### src/hdl/tse_ram.sv
// tse_ram: generic single-write, single-read memory with registered read data
// no dependencies

module tse_ram #(
    parameter int WIDTH = 8,
    parameter int DEPTH = 64
) (
    input  logic                     clk,
    input  logic                     we,
    input  logic [$clog2(DEPTH)-1:0] waddr,
    input  logic [WIDTH-1:0]         wdata,
    input  logic [$clog2(DEPTH)-1:0] raddr,
    output logic [WIDTH-1:0]         rdata
);

    logic [WIDTH-1:0] mem_reg [DEPTH];
    logic [WIDTH-1:0] rdata_reg;

    always_ff @(posedge clk)
    begin
        if (we)
        begin
            mem_reg[waddr] <= wdata;
        end
        rdata_reg <= mem_reg[raddr];
    end

    assign rdata = rdata_reg;

endmodule

### config.mk
export PLATFORM = sky130hd
export DESIGN_NAME = tse_ram
export DESIGN_NICKNAME = d
export VERILOG_FILES = /design/src/hdl/tse_ram.sv
export SDC_FILE = /design/constraint.sdc
export NUM_CORES = 1
export LEC_CHECK = 0
export ABC_AREA = 1
export BUFFER_PORTS_ARGS = -buffer_cell sky130_fd_sc_hd__clkbuf_2
export CAP_MARGIN = 20
export CORE_MARGIN = 8
export CORE_UTILIZATION = 55
export CTS_BUF_LIST = sky130_fd_sc_hd__clkbuf_2
export CTS_CLUSTER_DIAMETER = 60
export DETAILED_ROUTE_END_ITERATION = 16
export MAX_ROUTING_LAYER = met4
export PLACE_DENSITY = 0.71
export SLEW_MARGIN = 20
export SYNTH_ARGS = -nofsm -noshare
export SYNTH_HDL_FRONTEND = slang
export SYNTH_SLANG_ARGS = --single-unit
export TNS_END_PERCENT = 20
### constraint.sdc
create_clock -name clk -period 4.6 [get_ports clk]
set_input_delay 0.46 -clock clk [delete_from_list [all_inputs] [get_ports clk]]
set_output_delay 0.46 -clock clk [all_outputs]
set_load 0.01 [all_outputs]
======== Word-level counts from Yosys, hierarchy flattened ========
Memories as Yosys holds them, arrays and structs flattened. A register that Yosys moved wholly into a read port is not among the register bits.
Index checks and enable logic that the tools add are counted.
storage, ports and cells
  register bits ........................... 0
  bits in writable memories ............... 512
  input bits .............................. 22
  output and inout port bits .............. 8
  logic and storage cells ................. 3
  memories kept ........................... 1
operators by class
  multiplexer cells ....................... 2
memories
  memory   depth  bits a word  rd ports  clocked after memory_dff  write ports  line  text
  mem_reg  64     8            1         1                         1            16    logic [WIDTH-1:0] mem_reg [DEPTH];
operator list
  cell    count
  $mux 1  2

======== Depth between registers and ports, before layout ========
Gate-level depths: netlist of the first run.
  depth after elaboration ................. 2
  depth in mapped cells ................... 12
  gate-level depth less buffers ........... 9

======== Least setup slack after synthesis of the first run ========
Ideal clock, no wire load.
  path type ............................... input-to-reg
  start ................................... in we
  end ..................................... mem mem_reg[48][0] (enable)
  setup time .............................. 0.395 ns
  data arrival time ....................... 1.831 ns
  data required time ...................... 4.205 ns
  slack ................................... 2.374 ns
  cell stages on the path ................. 3
  buffers on the path ..................... 1
  path through ............................ clkbuf_1 -> nand4_1 -> nor4_1
on the way
  cells in the longest elaborated chain, start to end .. 2
ends and longest elaborated chain
  item                          line  text
  from (decl)                   9     input logic we,
  $mux 1                        21    if (we)
  $mux 1 (implied by the code)  23    mem_reg[waddr] <= wdata;
  to (decl)                     16
No other way between the ends.

======== Final worst setup path of the first run ========
  start ................................... in waddr[0]
  end ..................................... mem mem_reg[10][0] (enable)
RTL lines
  item         line  text
  from (decl)  10    input logic [$clog2(DEPTH)-1:0] waddr,
No word-level cell before the write port.

==> run_results.csv, run 1 <==
group,metric,value,unit
synth,post-synth-top-count-cell,"nand2_1",
drt,met1_length,21340,microns
sta,finalSetupViolations,0,
critical_path,crit_family,"simple AND/OR/NAND/NOR gates",
critical_path,reg2reg_to,"rdata[0]$_DFF_P_",
global_routing,grt_pass1_wl,80120,microns
die,io_pins,30,
global_routing,grt_pass1_vias,14129,
synth,synth-main-ff-cell,"edfxtp_1",
worst_hold_path,hold_path_depth,2,
sta,rsz0062_at_grt,"no",
synth,avgSynthCellArea,11.82,sq um
synth,synth_edf_count,512,
synth,synthTopCellsByArea,"edfxtp_1 72%, nand2_1 11%, nand3_1 10%, buf_6 1.8%, nor2_1 0.99%",
synth,synth_cell_types,16,
sta,tns,0,ns
die,floorplan.die.height,213.0,microns
sta,fin_ws,2.031,ns
clock_tree,cts_tree,"built",
critical_path,crit_chain,"dlygate4sd3_1, clkbuf_2, inv_1, nand4_1, nor2_1",
die,die_x,213.0,microns
drt,wl_per_cell,21.07,microns
die,num_rows,72,
sta,tightest_slew,1.108,ns
die,die-area,45360,sq um
critical_path,endpoint_kind,"flip-flop",
sta,period_needed,2.569,ns
clock_tree,cts_setup_buffers,0,
drt,dr.pass1.iters,7,
finish,instances_no_fill,2503,
power,seqPwrFrac,57.4,%
drt,via_count,14387,
synth,yosys.area.top_type_share,72.05,%
critical_path,crit_slowest_cell,"nor2_1",
sta,slew_viol_final,0,
die,initial_core_util,55.47,%
power,p_leak,8.517,nW
power,combPwrFrac,6.6,%
drt,ant_nets,0,
critical_path,crit_fanout,9,
placed_design,pre_cts_ws,1.741,ns
worst_hold_path,min_to,"mem_reg[36][1]$_DFFE_PP_",
critical_path,critPathBufInv,3,
drt,drc,0,
synth,synth_common_cells,"648 x nand2_1, 512 x edfxtp_1, 439 x nand3_1",
placed_design,place_inst,2269,
status,status,"finished, final reports clean",
finish,largest_reg_flops,512,
power,intPower,6.894,mW
synth,ys.warnings.count,0,
drt,drt_wl_total,52740,microns
finish,drive_above_1_share,13.67,%
synth,synth_seq_area_share,72.80,%
drt,dr_wl_met3,5331,microns
power,p_switching,2.264,mW
drt,routed.top_layer,"met4",
critical_path,cp.arrival,3.19,ns
run,drv_cap,0,
placed_design,gp_congestion,0.8551,
clock_tree,clkSinkCount,520,
clock_tree,cts_htree_levels,4,
clock_tree,clockBufferDepth,3,
synth,synth_area,21340,sq um
synth,post-synth-top-area-cell,"edfxtp_1",
drt,wl_met2,24570,microns
power,clkPwrFrac,36.0,%
placed_design,io_buffer_count,29,
clock_tree,clk_pin_slew,0.10,ns
synth,syn-num-nets,1827,
drt,routed_via_density,5.748,
critical_path,startpoint_type,"primary input",
finish,nNetsFinal,1914,
critical_path,rr_worst_depth,8,
critical_path,rrSetupSlack,3.24,ns
sta,final.hold.worst_slack,0.1229,ns
worst_hold_path,min_from,"wdata[1]",
critical_path,worstSetupPathType,"primary input to flip-flop",
clock_tree,cts_buffers,133,
sta,post-route-period-util,55.84,%
sta,finalHoldViolations,0,
drt,first_iter_violations,1619,
global_routing,grt_usage,24.08,%
clock_tree,cts_root_buffer,"clkbuf_2",
synth,postSynthCellCount,1805,
sta,skew,0.08517,ns
power,ir_worst_vdd,0.2414,mV
critical_path,crit_required,5.22,ns
die,coreArea,38470,sq um
clock_tree,clk_latency,1.05,ns
power,cellPowerDensity,399.4,nW/um^2
power,switching_share,24.73,%
placed_design,dpl.hpwl,29170,microns
synth,ys_ff_latch,520,
synth,ys_async_sr_fraction,0,%
critical_path,max_stage_delay,0.94,ns
finish,fin_util,59.61,%
sta,fmax,389.3,MHz
global_routing,antenna_found_initial,2,
worst_hold_path,min_path_type,"primary input to flip-flop",
global_routing,grt_max_degree,130,
sta,maxSlewHeadroom,26.16,%
critical_path,reg2reg_from,"mem_reg[23][0]$_DFFE_PP_",
global_routing,grt_overflow,0,
finish,area_delta_synth_final,7.452,%
-- routing by layer --
| layer | global-route usage, % | vias up |
|---|---|---|
| met5 | - | - |
| met4 | 9.186 | 0 |
| met3 | 6.150 | 133 |
| met2 | 36.42 | 804 |
| met1 | 31.31 | 6850 |
| li1 | - | 6600 |
-- logic make-up (layout without fill, tap and decap cells) --
group                  count (synthesis)  in the layout  synth area share (%)
other                                  0              3                     0
and+or+nand+nor                     1160           1160                 23.18
buffers and inverters                125            302                 4.022
DFF                                  520            520                 72.80
-- area by class of cell --
type                            instances  area (sq um)
Antenna cell                            3         7.507
Clock inverter                         30         300.3
Sequential cell                       520         15530
Tap cell                              518         648.1
Multi-Input combinational cell       1160          4946
Fill cell                            3137         15540
Timing Repair Buffer                   65         464.2
Inverter                               12         52.55
Clock buffer                          195         975.9
-- worst max-delay path by stage --
stage	start	to	slack (ns)	cells past startpoint
finish	waddr[0]	mem_reg[10][0]$_DFFE_PP_	2.03	5
global route	waddr[2]	mem_reg[11][0]$_DFFE_PP_	2.08	5
CTS	waddr[2]	mem_reg[11][0]$_DFFE_PP_	2.29	5
detailed placement	waddr[0]	mem_reg[10][2]$_DFFE_PP_	1.74	4
global placement	raddr[1]	rdata[0]$_DFF_P_	1.77	9
floorplan	we	mem_reg[48][0]$_DFFE_PP_	2.37	3
-- power groups by stage --
stage / registers (mW) / clock network, mW / logic (mW)
6_report: 5.26 / 3.30 / 0.601
5_1_grt: 5.26 / 3.60 / 0.655
4_1_cts: 5.26 / 3.37 / 0.595
3_5_place_dp: 5.36 / 0 / 0.590
3_3_place_gp: 5.36 / 0 / 0.579
2_1_floorplan: 5.36 / 0 / 0.369
-- placed cells by master (no fill, tap or decap), drive strengths merged --
cell type and count:
nor4 8, clkbuf 221, inv 15, buf 33, nand4 9, nand2 648, nand3 439, dlygate4sd3 6
dfxtp 8, nor2 56, edfxtp 512, diode 3, clkinv 20, bufinv 7
-- metrics by stage --
step           power, mW  instance area, sq um
6_report           9.158                 22930
5_1_grt            9.514                 22930
3_5_place_dp       5.953                 21590
2_1_floorplan      5.726                 21340
4_1_cts            9.218                 22920
3_3_place_gp       5.941                 21590
-- worst reg2reg max path: cells and delay by family, from the launching register on --
kind / cells / cell delay [ns]
DFF: 1 / 0.38
and+or+nand+nor: 8 / 0.85
-- repair_timing --
action | CTS | global route
endpoints found under the hold margin | 47 | 0
endpoints found under the setup margin | 0 | 0
hold buffers | 6 | 0
resized for setup | 0 | 0
Note: power is estimated with default switching activity, not from simulation.
==> run 2, diff against run 1 <==
clock period = 2.5 ns   (was 4.6 ns; I/O delays follow)
==> run 2 against run 1 <==
  * Critical endpoint is now rdata[1]$_DFF_P_
  * Largest cell class unchanged
  * Cell count grew 3.7%
  * Core utilization rose by 2.3 points
  * Via count increased by 2.5%
  * Sequential share of layout area is 2.5 points lower
  * Sequential cell count is the same
  * Critical path type unchanged
  * Total power up 79%
  * Clock power up 69%
  * Clock skew increased by 0.0053 ns
  * Register-to-register slack got worse by 3.1 ns
  * Non-clock buffer count increased by 102
  * Die area did not move
==> run_results.csv, run 2 (synthesis results as in run 1) <==
group,metric,value,unit
finish,fillCellCount,3054,
finish,seq_area,15530,sq um
placed_design,pre_cts_ws,0.4731,ns
finish,multiInputGateArea,4946,sq um
placed_design,gp_congestion,0.8641,
finish,area_delta_synth_final,11.64,%
finish,fin_util,61.93,%
drt,via_count,14742,
die,initial_core_util,55.47,%
finish,drive_above_1_share,16.26,%
die,floorplan.die.height,213.0,microns
critical_path,cp.arrival,3.38,ns
sta,post-route-period-util,98.69,%
critical_path,worstSetupPathType,"primary input to flip-flop",
drt,dr.pass1.iters,7,
power,cellPowerDensity,690.0,nW/um^2
worst_hold_path,min_path_type,"primary input to flip-flop",
critical_path,crit_fanout,24,
die,die_x,213.0,microns
die,coreArea,38470,sq um
sta,tightest_slew,0.8325,ns
global_routing,grt_pass1_wl,80680,microns
sta,fin_ws,0.03286,ns
clock_tree,cts_root_buffer,"clkbuf_2",
clock_tree,cts_tree,"built",
sta,slew_viol_final,0,
die,num_rows,72,
finish,final_cell_mix,"648 x nand2_1, 512 x edfxtp_1, 439 x nand3_1",
sta,period_needed,2.467,ns
run,drv_cap,0,
drt,drc,0,
finish,nNetsFinal,2015,
critical_path,crit_required,3.41,ns
drt,drt_wl_total,52830,microns
placed_design,io_buffer_count,29,
sta,fmax,405.3,MHz
clock_tree,cts_htree_levels,4,
power,ir_worst_vdd,0.4286,mV
die,io_pins,30,
global_routing,grt_pass1_vias,14382,
clock_tree,clockBufferDepth,3,
sta,rsz0062_at_grt,"no",
clock_tree,clk_latency,1.05,ns
clock_tree,cts_buffers,132,
finish,layout_commonest_cell,"nand2_1",
placed_design,dpl.hpwl,30540,microns
global_routing,grt_overflow,0,
global_routing,grt_usage,24.31,%
sta,finalHoldViolations,0,
clock_tree,clk_pin_slew,0.10,ns
die,die-area,45360,sq um
sta,maxSlewHeadroom,44.50,%
global_routing,antenna_found_initial,3,
drt,wl_per_cell,20.36,microns
finish,largest_reg_flops,512,
drt,first_iter_violations,1446,
global_routing,grt_max_degree,83,
power,p_leak,9.017,nW
status,status,"finished, final reports clean",
drt,ant_nets,0,
sta,skew,0.09046,ns
critical_path,startpoint_type,"primary input",
drt,routed_via_density,5.681,
critical_path,endpoint_kind,"flip-flop",
sta,finalSetupViolations,0,
clock_tree,clkSinkCount,520,
sta,tns,0,ns
## run 2: changes by cell type in the layout (fill, tap and decap cells not counted), sizes merged, moves of 3 or more
| cell | delta |
|---|---|
| dlygate4sd3 | +24 |
| buf | +77 |
| clkbuf | -9 |
| inv | +4 |
| bufinv | -3 |
| clkinv | -3 |
## run 2: stage by stage
stage | hold slack (ns) | total power, mW | instance area [sq um] | instances
after global placement | 0.6323 | 10.98 | 22340 | 2346
after floorplan | 0.3489 | 10.54 | 21340 | 1805
after detailed placement | 0.6264 | 11.00 | 22340 | 2346
after CTS | 0.01100 | 16.56 | 23770 | 2589
final | 0.1307 | 16.44 | 23820 | 2595
after global routing | 0.09087 | 17.09 | 23820 | 2594
## run 2: final timing paths
kind                                               start                to  cells past startpoint  slack (ns)
worst max-delay path                            raddr[1]  rdata[1]$_DFF_P_                     13        0.03
worst min-delay path                            raddr[0]  rdata[2]$_DFF_P_                      9        0.13
worst max register to register  mem_reg[34][1]$_DFFE_PP_  rdata[1]$_DFF_P_                     10        0.18
worst min register to register  mem_reg[16][3]$_DFFE_PP_  rdata[3]$_DFF_P_                      8        0.82
## run 2: timing repair
action                                 4_1_cts  5_1_grt
endpoints found under the hold margin      528       20
hold buffers                                29        1
resized for setup                            0        1
setup endpoints to repair                    0        1
setup buffers                                0        0
## run 2: layer usage
layer / global-route usage, % / wire, microns
met1: 30.90 / 20900
met2: 37.38 / 25200
met3: 5.504 / 5021
met4: 10.73 / 1705
met5: - / 0
## run 2: area by class of cell
type | count | area share, %
sequential | 520 | 65.21
timing repair buffer | 167 | 6.234
clock inverter | 29 | 0.9139
clock buffer | 185 | 3.887
tap | 518 | 2.721
multi-input combinational | 1160 | 20.76
inverter | 12 | 0.2311
antenna | 4 | 0.04202
## run 2: critical path: stages
cell and delay (ns):
dlygate4sd3_1 0.53, buf_4 0.23, inv_6 0.25, buf_4 0.31, nand3_1 0.13, nand3_1 0.11
nand2_1 0.13, nand2_1 0.09, nand3_1 0.08, nand3_1 0.12, dlygate4sd3_1 0.56, nand2_1 0.05
dlygate4sd3_1 0.54
## run 2: report_power, final
group	internal (mW)	total (mW)	switching [mW]
sequential	9.63	9.66	0.0309
clock	2.37	5.58	3.21
combinational	0.344	1.19	0.850
==> run 3, diff against run 2 <==
ABC_AREA = default   (was 1)
==> run 3 against run 2 <==
  * Worst hold slack improved by 0.051 ns
  * Highest routed layer unchanged
  * Count of clock-buffer cells in the layout fell by 22
  * Sequential power hardly changed
  * Combinational power fell by 18%
  * Total power down 3.0%
  * Largest power group unchanged
  * Cell count shrank 33%
  * Largest cell class unchanged
  * Critical endpoint is now rdata[3]$_DFF_P_
  * First-iteration DRC count decreased by 18%
  * Worst setup slack better by 0.064 ns
==> run_results.csv, run 3 <==
group,metric,value,unit
status,status,"finished, final reports clean",
synth,synthTopCellsByArea,"edfxtp_1 76%, mux4_2 14%, nor2_1 1.5%, mux2i_1 1.1%, dfxtp_1 0.79%",
finish,layout_commonest_cell,"edfxtp_1",
sta,finalSetupViolations,0,
drt,wl_per_cell,25.92,microns
drt,drc,0,
power,p_switching,3.809,mW
critical_path,crit_fanout,1,
synth,yosys.area.top_type_share,76.24,%
global_routing,grt_pass1_wl,68270,microns
worst_hold_path,min_path_type,"primary input to flip-flop",
clock_tree,cts_buffers,121,
synth,avgSynthCellArea,21.45,sq um
sta,slew_viol_final,0,
sta,post-route-period-util,96.12,%
finish,area_delta_synth_final,13.88,%
sta,tightest_slew,1.045,ns
placed_design,dpl.hpwl,28650,microns
finish,drive_above_1_share,37.14,%
sta,skew,0.06705,ns
die,num_rows,70,
power,switching_share,23.88,%
critical_path,crit_path_end,"rdata[3]$_DFF_P_",
synth,post-synth-top-area-cell,"edfxtp_1",
critical_path,crit_path_start,"mem_reg[2][3]$_DFFE_PP_",
power,seqPwrFrac,60.6,%
die,die-area,43050,sq um
placed_design,io_buffer_count,29,
drt,routed_via_density,5.993,
finish,largest_reg_flops,512,
critical_path,endpoint_kind,"flip-flop",
clock_tree,clk_pin_slew,0.11,ns
power,clkPwrFrac,33.3,%
synth,postSynthCellCount,940,
sta,period_needed,2.403,ns
sta,fin_ws,0.09705,ns
critical_path,startpoint_type,"flip-flop",
sta,finalHoldViolations,0,
synth,synth_common_cells,"512 x edfxtp_1, 126 x mux4_2, 83 x nor2_1",
global_routing,grt_overflow,0,
synth,syn-num-nets,962,
clock_tree,clk_latency,1.02,ns
synth,synth-main-ff-cell,"edfxtp_1",
synth,synth_cell_types,40,
die,die_x,207.5,microns
synth,synth_area,20170,sq um
synth,ys.warnings.count,0,
global_routing,grt_max_degree,65,
clock_tree,cts_htree_levels,3,
critical_path,crit_slowest_cell,"dlygate4sd3_1",
drt,ant_nets,0,
power,p_leak,7.678,nW
power,cellPowerDensity,694.4,nW/um^2
placed_design,pre_cts_ws,0.04552,ns
finish,final_cell_mix,"512 x edfxtp_1, 189 x clkbuf_2, 126 x mux4_2",
clock_tree,cts_setup_buffers,0,
synth,post-synth-top-count-cell,"edfxtp_1",
finish,fin_util,63.18,%
clock_tree,cts_tree,"built",
critical_path,reg2reg_to,"rdata[3]$_DFF_P_",
sta,maxSlewHeadroom,30.32,%
global_routing,grt_pass1_vias,10996,
clock_tree,cts_root_buffer,"clkbuf_2",
drt,dr.pass1.iters,5,
die,coreArea,36350,sq um
die,floorplan.die.height,207.5,microns
critical_path,max_stage_delay,0.58,ns
die,io_pins,30,
synth,ys_async_sr_fraction,0,%
placed_design,gp_congestion,0.8830,
power,ir_worst_vdd,0.3604,mV
synth,synth_edf_count,512,
drt,via_count,10476,
critical_path,reg2reg_from,"mem_reg[2][3]$_DFFE_PP_",
clock_tree,clockBufferDepth,3,
critical_path,rrSetupSlack,0.1,ns
critical_path,crit_chain,"mux4_2, nor2b_1, a2111oi_1, buf_4, o41ai_1, dlygate4sd3_1",
run,drv_cap,0,
critical_path,worstSetupPathType,"flip-flop to flip-flop",
die,initial_core_util,55.48,%
sta,tns,0,ns
drt,drt_wl_total,45310,microns
critical_path,cp.arrival,3.30,ns
synth,synth_seq_area_share,77.03,%
global_routing,antenna_found_initial,1,
clock_tree,clkSinkCount,520,
drt,first_iter_violations,1180,
power,combPwrFrac,6.1,%
global_routing,grt_usage,21.90,%
finish,nNetsFinal,1212,
power,intPower,12.14,mW
sta,rsz0062_at_grt,"no",
sta,final.hold.worst_slack,0.1812,ns
sta,fmax,416.2,MHz
critical_path,rr_worst_depth,6,
synth,ys_ff_latch,520,
worst_hold_path,hold_path_depth,5,
critical_path,crit_required,3.40,ns
==> run 3: metal layers <==
layer | wire [microns] | share of wire [%] | global-route usage (%)
met3 | 3626 | 8.0 | 4.408
met2 | 22110 | 49 | 34.24
met1 | 18440 | 41 | 28.65
met5 | 0 | 0 | -
met4 | 1132 | 2.5 | 7.863
==> run 3: logic make-up (layout without fill, tap and decap cells) <==
logic type	after synthesis	in the layout	share of synthesized area, %
other	0	1	0
muxes	162	162	15.94
AOI/OAI and AO/OA	54	54	2.072
buffers and inverters	51	390	1.570
DFF	520	520	77.03
and+or+nand+nor	153	153	3.387
==> run 3: worst min-delay path by stage <==
stage | start | end | slack [ns]
after floorplan | wdata[0] | mem_reg[0][0]$_DFFE_PP_ | 0.35
after global placement | rdata[6]$_DFF_P_ | rdata[6] | 0.70
after detailed placement | rdata[4]$_DFF_P_ | rdata[4] | 0.69
after CTS | raddr[2] | rdata[5]$_DFF_P_ | 0.06
after global routing | raddr[2] | rdata[5]$_DFF_P_ | 0.14
final | raddr[2] | rdata[5]$_DFF_P_ | 0.18
==> run 3: timing repair <==
item | CTS | global route
hold endpoints to repair | 521 | 0
hold buffers | 22 | 0
setup endpoints to repair | 0 | 1
gates resized for setup | 0 | 1
==> run 3: power by group through the flow <==
stage	clock [mW]	sequential, mW	combinational (mW)
floorplan	0	9.86	0.514
global placement	0	9.87	0.935
detailed placement	0	9.87	0.951
CTS	5.46	9.67	0.979
global route	5.87	9.68	1.04
finish	5.30	9.67	0.974
==> run 3: stage by stage <==
step / instance area, sq um / total power, mW / std cells
2_1_floorplan: 20170 / 10.37 / 940
3_3_place_gp: 21650 / 10.80 / 1513
3_5_place_dp: 21650 / 10.82 / 1513
4_1_cts: 22960 / 16.11 / 1747
5_1_grt: 22970 / 16.58 / 1748
6_report: 22970 / 15.95 / 1748
==> run 3: final cells by class <==
type	count	area, sq um
clock inverter	49	277.8
fill	2494	13380
timing repair buffer	178	1433
sequential	520	15530
clock buffer	163	815.8
antenna	1	2.502
tap	468	585.6
multi-input combinational	369	4317
==> run 3: critical path, delay by kind of cell (launching register included) <==
| kind | cells | cell delay (ns) |
|---|---|---|
| buf+inv | 2 | 0.79 |
| flops | 1 | 0.38 |
| mux | 1 | 0.47 |
| compound gates | 2 | 0.53 |
| simple gates | 1 | 0.17 |
